==> config.mk <==
export PLATFORM = sky130hd
export DESIGN_NAME = ipv4_forwarding_decision_engine_core
export DESIGN_NICKNAME = d
export VERILOG_FILES = /design/src/hdl/fdec_pkg.sv /design/src/hdl/fdec_route_mem.sv /design/src/hdl/fdec_iface_tbl.sv /design/src/hdl/fdec_ctrl.sv /design/src/hdl/ipv4_forwarding_decision_engine_core.sv
export SDC_FILE = /design/constraint.sdc
export NUM_CORES = 2
export LEC_CHECK = 0
export ABC_CLOCK_PERIOD_IN_PS = 26500
export CORE_MARGIN = 2
export CORE_UTILIZATION = 47
export CTS_BUF_LIST = sky130_fd_sc_hd__clkbuf_4 sky130_fd_sc_hd__clkbuf_8
export DETAILED_ROUTE_END_ITERATION = 8
export DONT_BUFFER_PORTS = 1
export HOLD_SLACK_MARGIN = 0.1
export SETUP_SLACK_MARGIN = 0.02
export SYNTH_ARGS = -nofsm -noshare
export SYNTH_HDL_FRONTEND = slang
export SYNTH_SLANG_ARGS = --single-unit
==> constraint.sdc <==
create_clock -name aclk -period 26.5 [get_ports aclk]
set_clock_uncertainty 0.05 [all_clocks]
set_input_delay 2.65 -clock aclk [delete_from_list [all_inputs] [get_ports aclk]]
set_output_delay 2.65 -clock aclk [all_outputs]
set_load 0.02 [all_outputs]
==> src/hdl/fdec_pkg.sv <==
// Shared types and constants of the IPv4 forwarding decision engine.
// Depends on nothing; used by every module of the engine.
package fdec_pkg;

    localparam logic [1:0] ACT_ROUTE_WR = 2'd0;
    localparam logic [1:0] ACT_IFACE_WR = 2'd1;
    localparam logic [1:0] ACT_ARP      = 2'd2;
    localparam logic [1:0] ACT_IPV4     = 2'd3;

    localparam logic [2:0] VRD_UPDATED = 3'd0;
    localparam logic [2:0] VRD_IGNORED = 3'd1;
    localparam logic [2:0] VRD_LOCAL   = 3'd2;
    localparam logic [2:0] VRD_NOROUTE = 3'd3;
    localparam logic [2:0] VRD_TIMEX   = 3'd4;
    localparam logic [2:0] VRD_ARP     = 3'd5;
    localparam logic [2:0] VRD_FORWARD = 3'd6;

    localparam logic [15:0] CSUM_ZERO_SUB = 16'hffff;

    typedef struct packed {
        logic [1:0]  action;
        logic [3:0]  slot;
        logic [31:0] address;
        logic [31:0] mask;
        logic [31:0] next_hop;
        logic [1:0]  port;
        logic        entry_valid;
        logic [47:0] src_mac;
        logic [47:0] dst_mac;
        logic        is_reply;
        logic [7:0]  ttl;
        logic [15:0] header_checksum;
    } item_t;

    typedef struct packed {
        logic [2:0]  verdict;
        logic [1:0]  out_port;
        logic [31:0] hop_ip;
        logic [47:0] hop_mac;
        logic [47:0] source_mac_out;
        logic [7:0]  new_ttl;
        logic [15:0] new_checksum;
        logic [31:0] reply_source_ip;
    } result_t;

    typedef struct packed {
        logic [31:0] dest;
        logic [31:0] mask;
        logic [31:0] hop;
        logic [1:0]  port;
        logic [47:0] hop_mac;
    } route_entry_t;

    typedef struct packed {
        logic        own_mac;
        logic        local_hit;
        logic [31:0] reply_ip;
        logic        port_ok;
        logic [47:0] port_mac;
    } iface_status_t;

endpackage

==> src/hdl/fdec_route_mem.sv <==
// Route table memory: one write port and one read port with registered read data.
// Depends on fdec_pkg for the route entry type.
module fdec_route_mem #(
    parameter int DEPTH = 16,
    parameter int IW    = 4
) (
    input  logic                  aclk,
    input  logic                  wr_en,
    input  logic [IW-1:0]         wr_idx,
    input  fdec_pkg::route_entry_t wr_data,
    input  logic                  rd_en,
    input  logic [IW-1:0]         rd_idx,
    output fdec_pkg::route_entry_t rd_data
);

    fdec_pkg::route_entry_t mem [DEPTH];
    fdec_pkg::route_entry_t rd_data_reg;

    always_ff @(posedge aclk) begin
        if (wr_en) begin
            mem[wr_idx] <= wr_data;
        end
    end

    always_ff @(posedge aclk) begin
        if (rd_en) begin
            rd_data_reg <= mem[rd_idx];
        end
    end

    assign rd_data = rd_data_reg;

endmodule

==> src/hdl/fdec_iface_tbl.sv <==
// Interface table: IP and MAC per interface, with the lookups a frame needs.
// Depends on fdec_pkg for the status type.
module fdec_iface_tbl #(
    parameter int ENTRIES = 4,
    parameter int IW      = 2
) (
    input  logic                  aclk,
    input  logic                  aresetn,
    input  logic                  wr_en,
    input  logic [IW-1:0]         wr_idx,
    input  logic [31:0]           wr_ip,
    input  logic [47:0]           wr_mac,
    input  logic                  wr_use,
    input  logic [47:0]           q_src_mac,
    input  logic [47:0]           q_dst_mac,
    input  logic [31:0]           q_addr,
    input  logic [1:0]            q_port,
    output fdec_pkg::iface_status_t status
);

    logic [31:0]        ip_reg  [ENTRIES];
    logic [47:0]        mac_reg [ENTRIES];
    logic [ENTRIES-1:0] use_reg;

    always_ff @(posedge aclk) begin
        if (!aresetn) begin
            use_reg <= '0;
        end else if (wr_en) begin
            use_reg[wr_idx] <= wr_use;
        end
    end

    always_ff @(posedge aclk) begin
        if (wr_en) begin
            ip_reg[wr_idx]  <= wr_ip;
            mac_reg[wr_idx] <= wr_mac;
        end
    end

    always_comb begin
        logic found;
        status = '0;
        found  = 1'b0;
        for (int i = 0; i < ENTRIES; i++) begin
            if (use_reg[i] && mac_reg[i] == q_src_mac) begin
                status.own_mac = 1'b1;
            end
            if (use_reg[i] && ip_reg[i] == q_addr) begin
                status.local_hit = 1'b1;
            end
            if (!found && use_reg[i] && mac_reg[i] == q_dst_mac) begin
                found           = 1'b1;
                status.reply_ip = ip_reg[i];
            end
            if (use_reg[i] && 32'(i) == {30'd0, q_port}) begin
                status.port_ok  = 1'b1;
                status.port_mac = mac_reg[i];
            end
        end
    end

endmodule

==> src/hdl/fdec_ctrl.sv <==
// Sequencer of the engine: decodes an item, walks the route memory, decides, holds the result.
// Depends on fdec_pkg; drives fdec_route_mem and fdec_iface_tbl.
module fdec_ctrl #(
    parameter int ROUTE_ENTRIES = 16,
    parameter int IFACE_ENTRIES = 4,
    parameter int LIVE          = 16,
    parameter int IW            = 4,
    parameter int FW            = 2
) (
    input  logic                   aclk,
    input  logic                   aresetn,
    input  logic                   in_valid,
    output logic                   in_ready,
    input  fdec_pkg::item_t        in_item,
    output logic                   out_valid,
    input  logic                   out_ready,
    output fdec_pkg::result_t      out_res,
    output logic                   mem_wr_en,
    output logic [IW-1:0]          mem_wr_idx,
    output fdec_pkg::route_entry_t mem_wr_data,
    output logic                   mem_rd_en,
    output logic [IW-1:0]          mem_rd_idx,
    input  fdec_pkg::route_entry_t mem_rd_data,
    output logic                   if_wr_en,
    output logic [FW-1:0]          if_wr_idx,
    output logic [47:0]            q_src_mac,
    output logic [47:0]            q_dst_mac,
    output logic [31:0]            q_addr,
    output logic [1:0]             q_port,
    input  fdec_pkg::iface_status_t if_status
);

    localparam logic [2:0] ST_IDLE   = 3'd0;
    localparam logic [2:0] ST_EXEC   = 3'd1;
    localparam logic [2:0] ST_WALK   = 3'd2;
    localparam logic [2:0] ST_DECIDE = 3'd3;
    localparam logic [2:0] ST_DONE   = 3'd4;

    localparam logic [10:0] ROUTE_LIM = 11'(ROUTE_ENTRIES);
    localparam logic [4:0]  IFACE_LIM = 5'(IFACE_ENTRIES);
    localparam logic [IW:0] LIVE_CNT  = (IW + 1)'(LIVE);
    localparam logic [IW-1:0] LAST_IDX = IW'(LIVE - 1);

    logic [2:0]        state_reg, state_next;
    fdec_pkg::item_t   item_reg;
    logic [LIVE-1:0]   use_reg, use_next;
    logic [IW:0]       rd_cnt_reg, rd_cnt_next;
    logic              cmp_vld_reg;
    logic [IW-1:0]     cmp_idx_reg;
    logic              best_vld_reg, best_vld_next;
    logic [31:0]       best_mask_reg, best_mask_next;
    logic [31:0]       best_hop_reg, best_hop_next;
    logic [1:0]        best_port_reg, best_port_next;
    logic [47:0]       best_mac_reg, best_mac_next;
    fdec_pkg::result_t res_reg, res_next;
    logic              out_vld_reg;
    fdec_pkg::result_t out_reg;
    logic              load_out;
    logic              route_ok, iface_ok, hit;
    logic [7:0]        nt;
    logic [17:0]       sum0;
    logic [16:0]       sum1;
    logic [15:0]       sum2, csum;

    assign route_ok   = {7'd0, item_reg.slot} < ROUTE_LIM;
    assign iface_ok   = {1'b0, item_reg.slot} < IFACE_LIM;
    assign in_ready   = (state_reg == ST_IDLE);
    assign mem_rd_en  = (state_reg == ST_WALK) && (rd_cnt_reg < LIVE_CNT);
    assign mem_rd_idx = rd_cnt_reg[IW-1:0];
    assign if_wr_en   = (state_reg == ST_EXEC) && (item_reg.action == fdec_pkg::ACT_IFACE_WR)
                        && iface_ok;
    assign if_wr_idx  = item_reg.slot[FW-1:0];
    assign q_src_mac  = item_reg.src_mac;
    assign q_dst_mac  = item_reg.dst_mac;
    assign q_addr     = item_reg.address;
    assign q_port     = best_port_reg;
    assign hit        = cmp_vld_reg && use_reg[cmp_idx_reg];
    assign load_out   = (state_reg == ST_DONE) && (!out_vld_reg || out_ready);
    assign out_valid  = out_vld_reg;
    assign out_res    = out_reg;

    assign nt   = item_reg.ttl - 8'd1;
    assign sum0 = {2'd0, ~item_reg.header_checksum} + {2'd0, ~{item_reg.ttl, 8'd0}}
                  + {2'd0, nt, 8'd0};
    assign sum1 = {1'b0, sum0[15:0]} + {15'd0, sum0[17:16]};
    assign sum2 = sum1[15:0] + {15'd0, sum1[16]};
    assign csum = (~sum2 == 16'd0) ? fdec_pkg::CSUM_ZERO_SUB : ~sum2;

    always_comb begin
        state_next     = state_reg;
        use_next       = use_reg;
        rd_cnt_next    = rd_cnt_reg;
        best_vld_next  = best_vld_reg;
        best_mask_next = best_mask_reg;
        best_hop_next  = best_hop_reg;
        best_port_next = best_port_reg;
        best_mac_next  = best_mac_reg;
        res_next       = res_reg;
        mem_wr_en      = 1'b0;
        mem_wr_idx     = item_reg.slot[IW-1:0];
        mem_wr_data    = '{dest: item_reg.address, mask: item_reg.mask, hop: item_reg.next_hop,
                           port: item_reg.port, hop_mac: 48'd0};
        unique case (state_reg)
            ST_IDLE: begin
                if (in_valid) begin
                    state_next = ST_EXEC;
                end
            end
            ST_EXEC: begin
                res_next         = '0;
                res_next.verdict = fdec_pkg::VRD_IGNORED;
                state_next       = ST_DONE;
                rd_cnt_next      = '0;
                best_vld_next    = 1'b0;
                priority if (item_reg.action == fdec_pkg::ACT_ROUTE_WR) begin
                    if (route_ok) begin
                        mem_wr_en                 = 1'b1;
                        use_next[mem_wr_idx]      = item_reg.entry_valid;
                        res_next.verdict          = fdec_pkg::VRD_UPDATED;
                    end
                end else if (item_reg.action == fdec_pkg::ACT_IFACE_WR) begin
                    if (iface_ok) begin
                        res_next.verdict = fdec_pkg::VRD_UPDATED;
                    end
                end else if (if_status.own_mac) begin
                    res_next.verdict = fdec_pkg::VRD_IGNORED;
                end else if (item_reg.action == fdec_pkg::ACT_ARP) begin
                    if (item_reg.is_reply) begin
                        res_next.verdict = fdec_pkg::VRD_UPDATED;
                        state_next       = ST_WALK;
                    end
                end else if (if_status.local_hit) begin
                    res_next.verdict = fdec_pkg::VRD_LOCAL;
                end else begin
                    state_next = ST_WALK;
                end
            end
            ST_WALK: begin
                if (mem_rd_en) begin
                    rd_cnt_next = rd_cnt_reg + 1'b1;
                end
                if (item_reg.action == fdec_pkg::ACT_ARP) begin
                    if (hit && mem_rd_data.hop == item_reg.address) begin
                        mem_wr_en           = 1'b1;
                        mem_wr_idx          = cmp_idx_reg;
                        mem_wr_data         = mem_rd_data;
                        mem_wr_data.hop_mac = item_reg.src_mac;
                    end
                end else if (hit
                    && (item_reg.address & mem_rd_data.mask)
                       == (mem_rd_data.dest & mem_rd_data.mask)
                    && (!best_vld_reg || mem_rd_data.mask > best_mask_reg)) begin
                    best_vld_next  = 1'b1;
                    best_mask_next = mem_rd_data.mask;
                    best_hop_next  = mem_rd_data.hop;
                    best_port_next = mem_rd_data.port;
                    best_mac_next  = mem_rd_data.hop_mac;
                end
                if (cmp_vld_reg && cmp_idx_reg == LAST_IDX) begin
                    state_next = (item_reg.action == fdec_pkg::ACT_ARP) ? ST_DONE : ST_DECIDE;
                end
            end
            ST_DECIDE: begin
                res_next   = '0;
                state_next = ST_DONE;
                priority if (item_reg.ttl == 8'd1) begin
                    res_next.verdict         = fdec_pkg::VRD_TIMEX;
                    res_next.reply_source_ip = if_status.reply_ip;
                end else if (!best_vld_reg) begin
                    res_next.verdict = fdec_pkg::VRD_NOROUTE;
                end else begin
                    res_next.out_port = best_port_reg;
                    res_next.hop_ip   = best_hop_reg;
                    if (best_mac_reg == 48'd0) begin
                        res_next.verdict = fdec_pkg::VRD_ARP;
                    end else begin
                        res_next.verdict        = fdec_pkg::VRD_FORWARD;
                        res_next.hop_mac        = best_mac_reg;
                        res_next.source_mac_out = if_status.port_ok ? if_status.port_mac
                                                                    : item_reg.src_mac;
                        res_next.new_ttl        = nt;
                        res_next.new_checksum   = csum;
                    end
                end
            end
            ST_DONE: begin
                if (load_out) begin
                    state_next = ST_IDLE;
                end
            end
            default: begin
                state_next = ST_IDLE;
            end
        endcase
    end

    always_ff @(posedge aclk) begin
        if (!aresetn) begin
            state_reg    <= ST_IDLE;
            use_reg      <= '0;
            cmp_vld_reg  <= 1'b0;
            out_vld_reg  <= 1'b0;
            best_vld_reg <= 1'b0;
            rd_cnt_reg   <= '0;
        end else begin
            state_reg    <= state_next;
            use_reg      <= use_next;
            cmp_vld_reg  <= mem_rd_en;
            best_vld_reg <= best_vld_next;
            rd_cnt_reg   <= rd_cnt_next;
            if (load_out) begin
                out_vld_reg <= 1'b1;
            end else if (out_ready) begin
                out_vld_reg <= 1'b0;
            end
        end
    end

    always_ff @(posedge aclk) begin
        if (in_valid && in_ready) begin
            item_reg <= in_item;
        end
        cmp_idx_reg    <= mem_rd_idx;
        best_mask_reg  <= best_mask_next;
        best_hop_reg   <= best_hop_next;
        best_port_reg  <= best_port_next;
        best_mac_reg   <= best_mac_next;
        res_reg        <= res_next;
        if (load_out) begin
            out_reg <= res_reg;
        end
    end

`ifndef SYNTHESIS
    a_rmw_no_overlap: assert property (@(posedge aclk) disable iff (!aresetn)
        (mem_wr_en && mem_rd_en) |-> (mem_wr_idx != mem_rd_idx))
        else $error("route write and read hit the same entry");
    a_accept_exec: assert property (@(posedge aclk) disable iff (!aresetn)
        (in_valid && in_ready) |=> (state_reg == ST_EXEC))
        else $error("accepted item did not start execution");
    a_load_sets_valid: assert property (@(posedge aclk) disable iff (!aresetn)
        load_out |=> (out_vld_reg && state_reg == ST_IDLE))
        else $error("finished result not presented");
    a_walk_ends: assert property (@(posedge aclk) disable iff (!aresetn)
        (cmp_vld_reg && cmp_idx_reg == LAST_IDX) |=> (state_reg != ST_WALK))
        else $error("route walk ran past last entry");
`endif

endmodule

==> src/hdl/ipv4_forwarding_decision_engine_core.sv <==
// Top level of the IPv4 forwarding decision engine: stream ports and instances.
// Depends on fdec_pkg, fdec_route_mem, fdec_iface_tbl and fdec_ctrl.
//
// Channel  Dir  Handshake          Content
// s_       in   s_tvalid/s_tready  s_tuser action, s_tdata item fields
// m_       out  m_tvalid/m_tready  m_tuser verdict, m_tdata result fields
//
// A route write, interface write, ignored or local item skips walk and decide.
// A routed packet walks the route memory one entry a cycle, then decides; an ARP
// reply walks it too but skips the decide state. LIVE is ROUTE_ENTRIES capped at
// the 16 slots that the slot field reaches, and the single read port sets the pace.
// Reset clears all in-use bits; no clearing pass is needed.
// A new item is taken while the previous result waits in the output register.
module ipv4_forwarding_decision_engine_core #(
    parameter int ROUTE_ENTRIES = 16,
    parameter int IFACE_ENTRIES = 4
) (
    input  logic         aclk,
    input  logic         aresetn,
    input  logic         s_tvalid,
    output logic         s_tready,
    // slot, address, mask, next_hop, port, entry_valid, src_mac, dst_mac,
    // is_reply, ttl, header_checksum
    input  logic [223:0] s_tdata,
    // action
    input  logic [1:0]   s_tuser,
    output logic         m_tvalid,
    input  logic         m_tready,
    // out_port, hop_ip, hop_mac, source_mac_out, new_ttl, new_checksum,
    // reply_source_ip, zero fill
    output logic [191:0] m_tdata,
    // verdict
    output logic [2:0]   m_tuser
);

    localparam int LIVE = (ROUTE_ENTRIES < 16) ? ROUTE_ENTRIES : 16;
    localparam int IW   = (LIVE > 1) ? $clog2(LIVE) : 1;
    localparam int FW   = (IFACE_ENTRIES > 1) ? $clog2(IFACE_ENTRIES) : 1;

    fdec_pkg::item_t        item;
    fdec_pkg::result_t      res;
    fdec_pkg::route_entry_t wr_data, rd_data;
    fdec_pkg::iface_status_t if_status;
    logic                   wr_en, rd_en, if_wr_en;
    logic [IW-1:0]          wr_idx, rd_idx;
    logic [FW-1:0]          if_wr_idx;
    logic [47:0]            q_src_mac, q_dst_mac;
    logic [31:0]            q_addr;
    logic [1:0]             q_port;
    logic                   s_use_reg;
    logic                   wr_use_bit;

    assign item.action          = s_tuser;
    assign item.slot            = s_tdata[3:0];
    assign item.address         = s_tdata[35:4];
    assign item.mask            = s_tdata[67:36];
    assign item.next_hop        = s_tdata[99:68];
    assign item.port            = s_tdata[101:100];
    assign item.entry_valid     = s_tdata[102];
    assign item.src_mac         = s_tdata[150:103];
    assign item.dst_mac         = s_tdata[198:151];
    assign item.is_reply        = s_tdata[199];
    assign item.ttl             = s_tdata[207:200];
    assign item.header_checksum = s_tdata[223:208];

    assign m_tuser = res.verdict;
    assign m_tdata = {6'd0, res.reply_source_ip, res.new_checksum, res.new_ttl,
                      res.source_mac_out, res.hop_mac, res.hop_ip, res.out_port};

    always_ff @(posedge aclk) begin
        if (s_tvalid && s_tready) begin
            s_use_reg <= item.entry_valid;
        end
    end

    assign wr_use_bit = s_use_reg;

    fdec_route_mem #(.DEPTH(LIVE), .IW(IW)) u_mem (
        .aclk    (aclk),
        .wr_en   (wr_en),
        .wr_idx  (wr_idx),
        .wr_data (wr_data),
        .rd_en   (rd_en),
        .rd_idx  (rd_idx),
        .rd_data (rd_data)
    );

    fdec_iface_tbl #(.ENTRIES(IFACE_ENTRIES), .IW(FW)) u_iface (
        .aclk      (aclk),
        .aresetn   (aresetn),
        .wr_en     (if_wr_en),
        .wr_idx    (if_wr_idx),
        .wr_ip     (q_addr),
        .wr_mac    (q_src_mac),
        .wr_use    (wr_use_bit),
        .q_src_mac (q_src_mac),
        .q_dst_mac (q_dst_mac),
        .q_addr    (q_addr),
        .q_port    (q_port),
        .status    (if_status)
    );

    fdec_ctrl #(
        .ROUTE_ENTRIES (ROUTE_ENTRIES),
        .IFACE_ENTRIES (IFACE_ENTRIES),
        .LIVE          (LIVE),
        .IW            (IW),
        .FW            (FW)
    ) u_ctrl (
        .aclk        (aclk),
        .aresetn     (aresetn),
        .in_valid    (s_tvalid),
        .in_ready    (s_tready),
        .in_item     (item),
        .out_valid   (m_tvalid),
        .out_ready   (m_tready),
        .out_res     (res),
        .mem_wr_en   (wr_en),
        .mem_wr_idx  (wr_idx),
        .mem_wr_data (wr_data),
        .mem_rd_en   (rd_en),
        .mem_rd_idx  (rd_idx),
        .mem_rd_data (rd_data),
        .if_wr_en    (if_wr_en),
        .if_wr_idx   (if_wr_idx),
        .q_src_mac   (q_src_mac),
        .q_dst_mac   (q_dst_mac),
        .q_addr      (q_addr),
        .q_port      (q_port),
        .if_status   (if_status)
    );

endmodule

==> impl_metrics.py <==
metrics = {
    "die": {
        "pin_count": 427,
        "initial_core_util": 0.472,
        "dieArea_um2": 300000,
        "rows": 199,
        "core_area_um2": 294000,
        "fp.dieW_um": 548,
        "die_h_um": 548,
    },
    "worst_setup_path": {
        "startpoint_type": "flip-flop",
        "critPathSlowestCell": "nor4b_1",
        "reg2reg_to": "u_ctrl.res_reg[47]",
        "end_kind": "flip-flop",
        "r2r_cells": 33,
        "crit_top_cell": "ha_1",
        "critical_path.startpoint": "u_ctrl.item_reg[0]",
        "r2r-start": "u_ctrl.item_reg[0]",
        "cp.required_ns": 27.40,
        "rrSetupSlack_ns": 18.32,
        "crit_type": "reg2reg",
        "critical-path-max-stage-delay_ns": 0.54,
        "arrival_ns": 9.08,
        "cp_max_fo": 16,
    },
    "layout": {
        "area_growth_pct": 11.7,
        "drive_above_1_share": 0.258,
        "final_core_util": 0.528,
        "fin_nets": 7346,
        "largest_reg_flops": 2336,
        "fillers": 22900,
        "finish.instance_area_um2": 155000,
        "instances_no_fill": 11400,
    },
    "yosys": {
        "synthesis.area_um2": 139000,
        "postSynthAreaPerCell_um2": 20.8,
        "synth_edf_count": 3520,
        "synthArstFlopShare": 0,
        "syn_inst": 6688,
        "ys_seq_area_frac": 0.766,
        "netlist-cell-type-count": 80,
        "yosys_warnings": 0,
        "synth_flop_cell": "edfxtp_1",
        "ys_ff_latch": 3555,
    },
    "global_routing": {
        "groute.usage.overall": 0.253,
        "grt_max_degree": 148,
        "grt_pass1_wl_mm": 537,
        "grt_pass1_vias": 69200,
        "antenna_found_initial": 66,
        "gr-total-overflow": 0,
    },
    "placement": {
        "io_buffers": 0,
        "dpl_cell_area_um2": 144000,
        "gp_congestion": 0.968,
        "post-dp-hpwl_mm": 226,
        "dp_slack_ns": 18.37,
        "place_inst": 10400,
    },
    "clocking": {
        "cts.sinks": 3555,
        "clockRootBuffer": "clkbuf_8",
        "clk_pin_slew_ns": 0.06,
        "cts_tree": "done",
        "postCtsHoldBufs": 0,
        "cts_buffers": 572,
        "cts_setup_buffers": 0,
        "h-tree-depth": 6,
        "clk_latency_ns": 1.19,
        "cts_resized": 0,
        "cts.path.max_buffers": 4,
    },
    "route": {
        "num_vias": 69300,
        "wl_mm": 384,
        "viasPerCell": 6.06,
        "first_pass_iters": 6,
        "drc_errors": 0,
        "first_iter_violations": 8884,
        "wl_per_cell_um": 33.6,
        "ant_nets": 0,
    },
    "worst_hold_path": {
        "min_from": "u_ctrl.res_reg[122]",
        "hold_end": "u_ctrl.out_res[122]",
        "hold_path_depth": 0,
        "hold_class": "reg2reg",
    },
    "sta": {
        "worst_slew_pin_slew_ns": 1.28,
        "finalSetupViolations": 0,
        "fin_tns_setup_ns": 0,
        "hold_violations": 0,
        "finalHoldWorstSlack_ns": 0.361,
        "min_period_ns": 8.18,
        "setup_ws_ns": 18.32,
        "relSlewSlack": 0.142,
        "fin_crit_sh": 0.309,
        "final_max_slew_viol_count": 0,
        "rsz0062_at_grt": "no",
        "fmax_ghz": 0.122,
    },
    "power_and_ir_drop": {
        "p_leak_nw": 45.8,
        "peakVddDrop_v": 0.0000543,
        "power_density_nw_per_um2": 77.5,
        "power.total_mw": 12.0,
    },
    "flow_run": {
        "drv_cap": 0,
    },
    "run_status": {
        "status": "finished clean",
    },
}
==> logic make-up (layout without fill, tap and decap cells) <==
group / Yosys count / in the layout / synth area share
muxes: 849 / 849 / 0.128
buffers and inverters: 479 / 1265 / 0.0133
adders and majority gates: 58 / 58 / 0.00533
xor gates and xnor gates: 579 / 579 / 0.0365
and+or+nand+nor: 701 / 701 / 0.0274
other: 1 / 37 / 0.0000270
DFF: 3555 / 3555 / 0.766
AOI/OAI and AO/OA: 466 / 466 / 0.0231
==> worst max path at each step <==
stage,end,cells after the start
global route,u_ctrl.res_reg[47],33
detailed placement,u_ctrl.res_reg[38],33
floorplan,u_mem.mem[6][0],7
CTS,u_ctrl.res_reg[47],33
finish,u_ctrl.res_reg[47],33
global placement,u_ctrl.res_reg[34],32
==> synth_stat cells (31+ instances only) <==
cell	count	area [µm²]
nor2_1	88	330
dfxtp_1	35	701
xnor2_1	273	2390
nor4_1	97	607
clkbuf_1	283	1060
edfxtp_1	3520	106000
mux4_2	735	16600
buf_1	55	206
ha_1	56	701
a22oi_1	129	968
and2_1	132	826
a21oi_1	78	390
xor2_1	306	2680
nand2_1	139	522
nor3_1	31	155
a31oi_1	59	369
o21ai_0	54	270
nand4_1	96	601
mux2_2	98	1100
inv_1	123	462
==> cells in the final DEF, fill, tap and decap left out, drive strengths merged, types with 79 or more instances in the layout <==
cell type	n
buf	147
nor4	97
nor2	89
mux2	98
xor2	306
a21oi	79
clkbuf	776
xnor2	273
a22oi	129
nand4	97
and2	132
inv	157
nand2	145
edfxtp	3520
clkinv	163
mux4	735
==> where the power goes <==
part | internal, mW | switching [mW] | total [mW]
sequential | 6.41 | 0.190 | 6.60
combinational | 0.293 | 0.520 | 0.813
clock | 2.43 | 2.19 | 4.61
total | 9.13 | 2.90 | 12.0
==> critical path: cells and delay by family (launching register included) <==
kind	cells	cell delay [ns]
xor+xnor	3	0.51
buf+inv	3	0.38
flops	1	0.49
compound gates	13	2.75
simple gates	8	2.19
fa+ha+maj	6	1.62
==> layer usage <==
layer,routed length (µm),global-route usage
met1,160000,0.364
met4,10100,0.0739
met3,31600,0.0487
met2,183000,0.398
met5,141,0
==> cell type report <==
type | count | area [µm²] | share of cell area
inverters | 123 | 462 | 0.00298
flip-flops and latches | 3555 | 106000 | 0.686
diodes | 31 | 77.6 | 0.000500
clock buffers | 776 | 9470 | 0.0610
well taps | 3919 | 4900 | 0.0316
repair buffers | 147 | 1340 | 0.00865
clock inverters | 219 | 1540 | 0.00993
multi-input cells | 2659 | 30900 | 0.199
(Power assumes the default switching activity.)
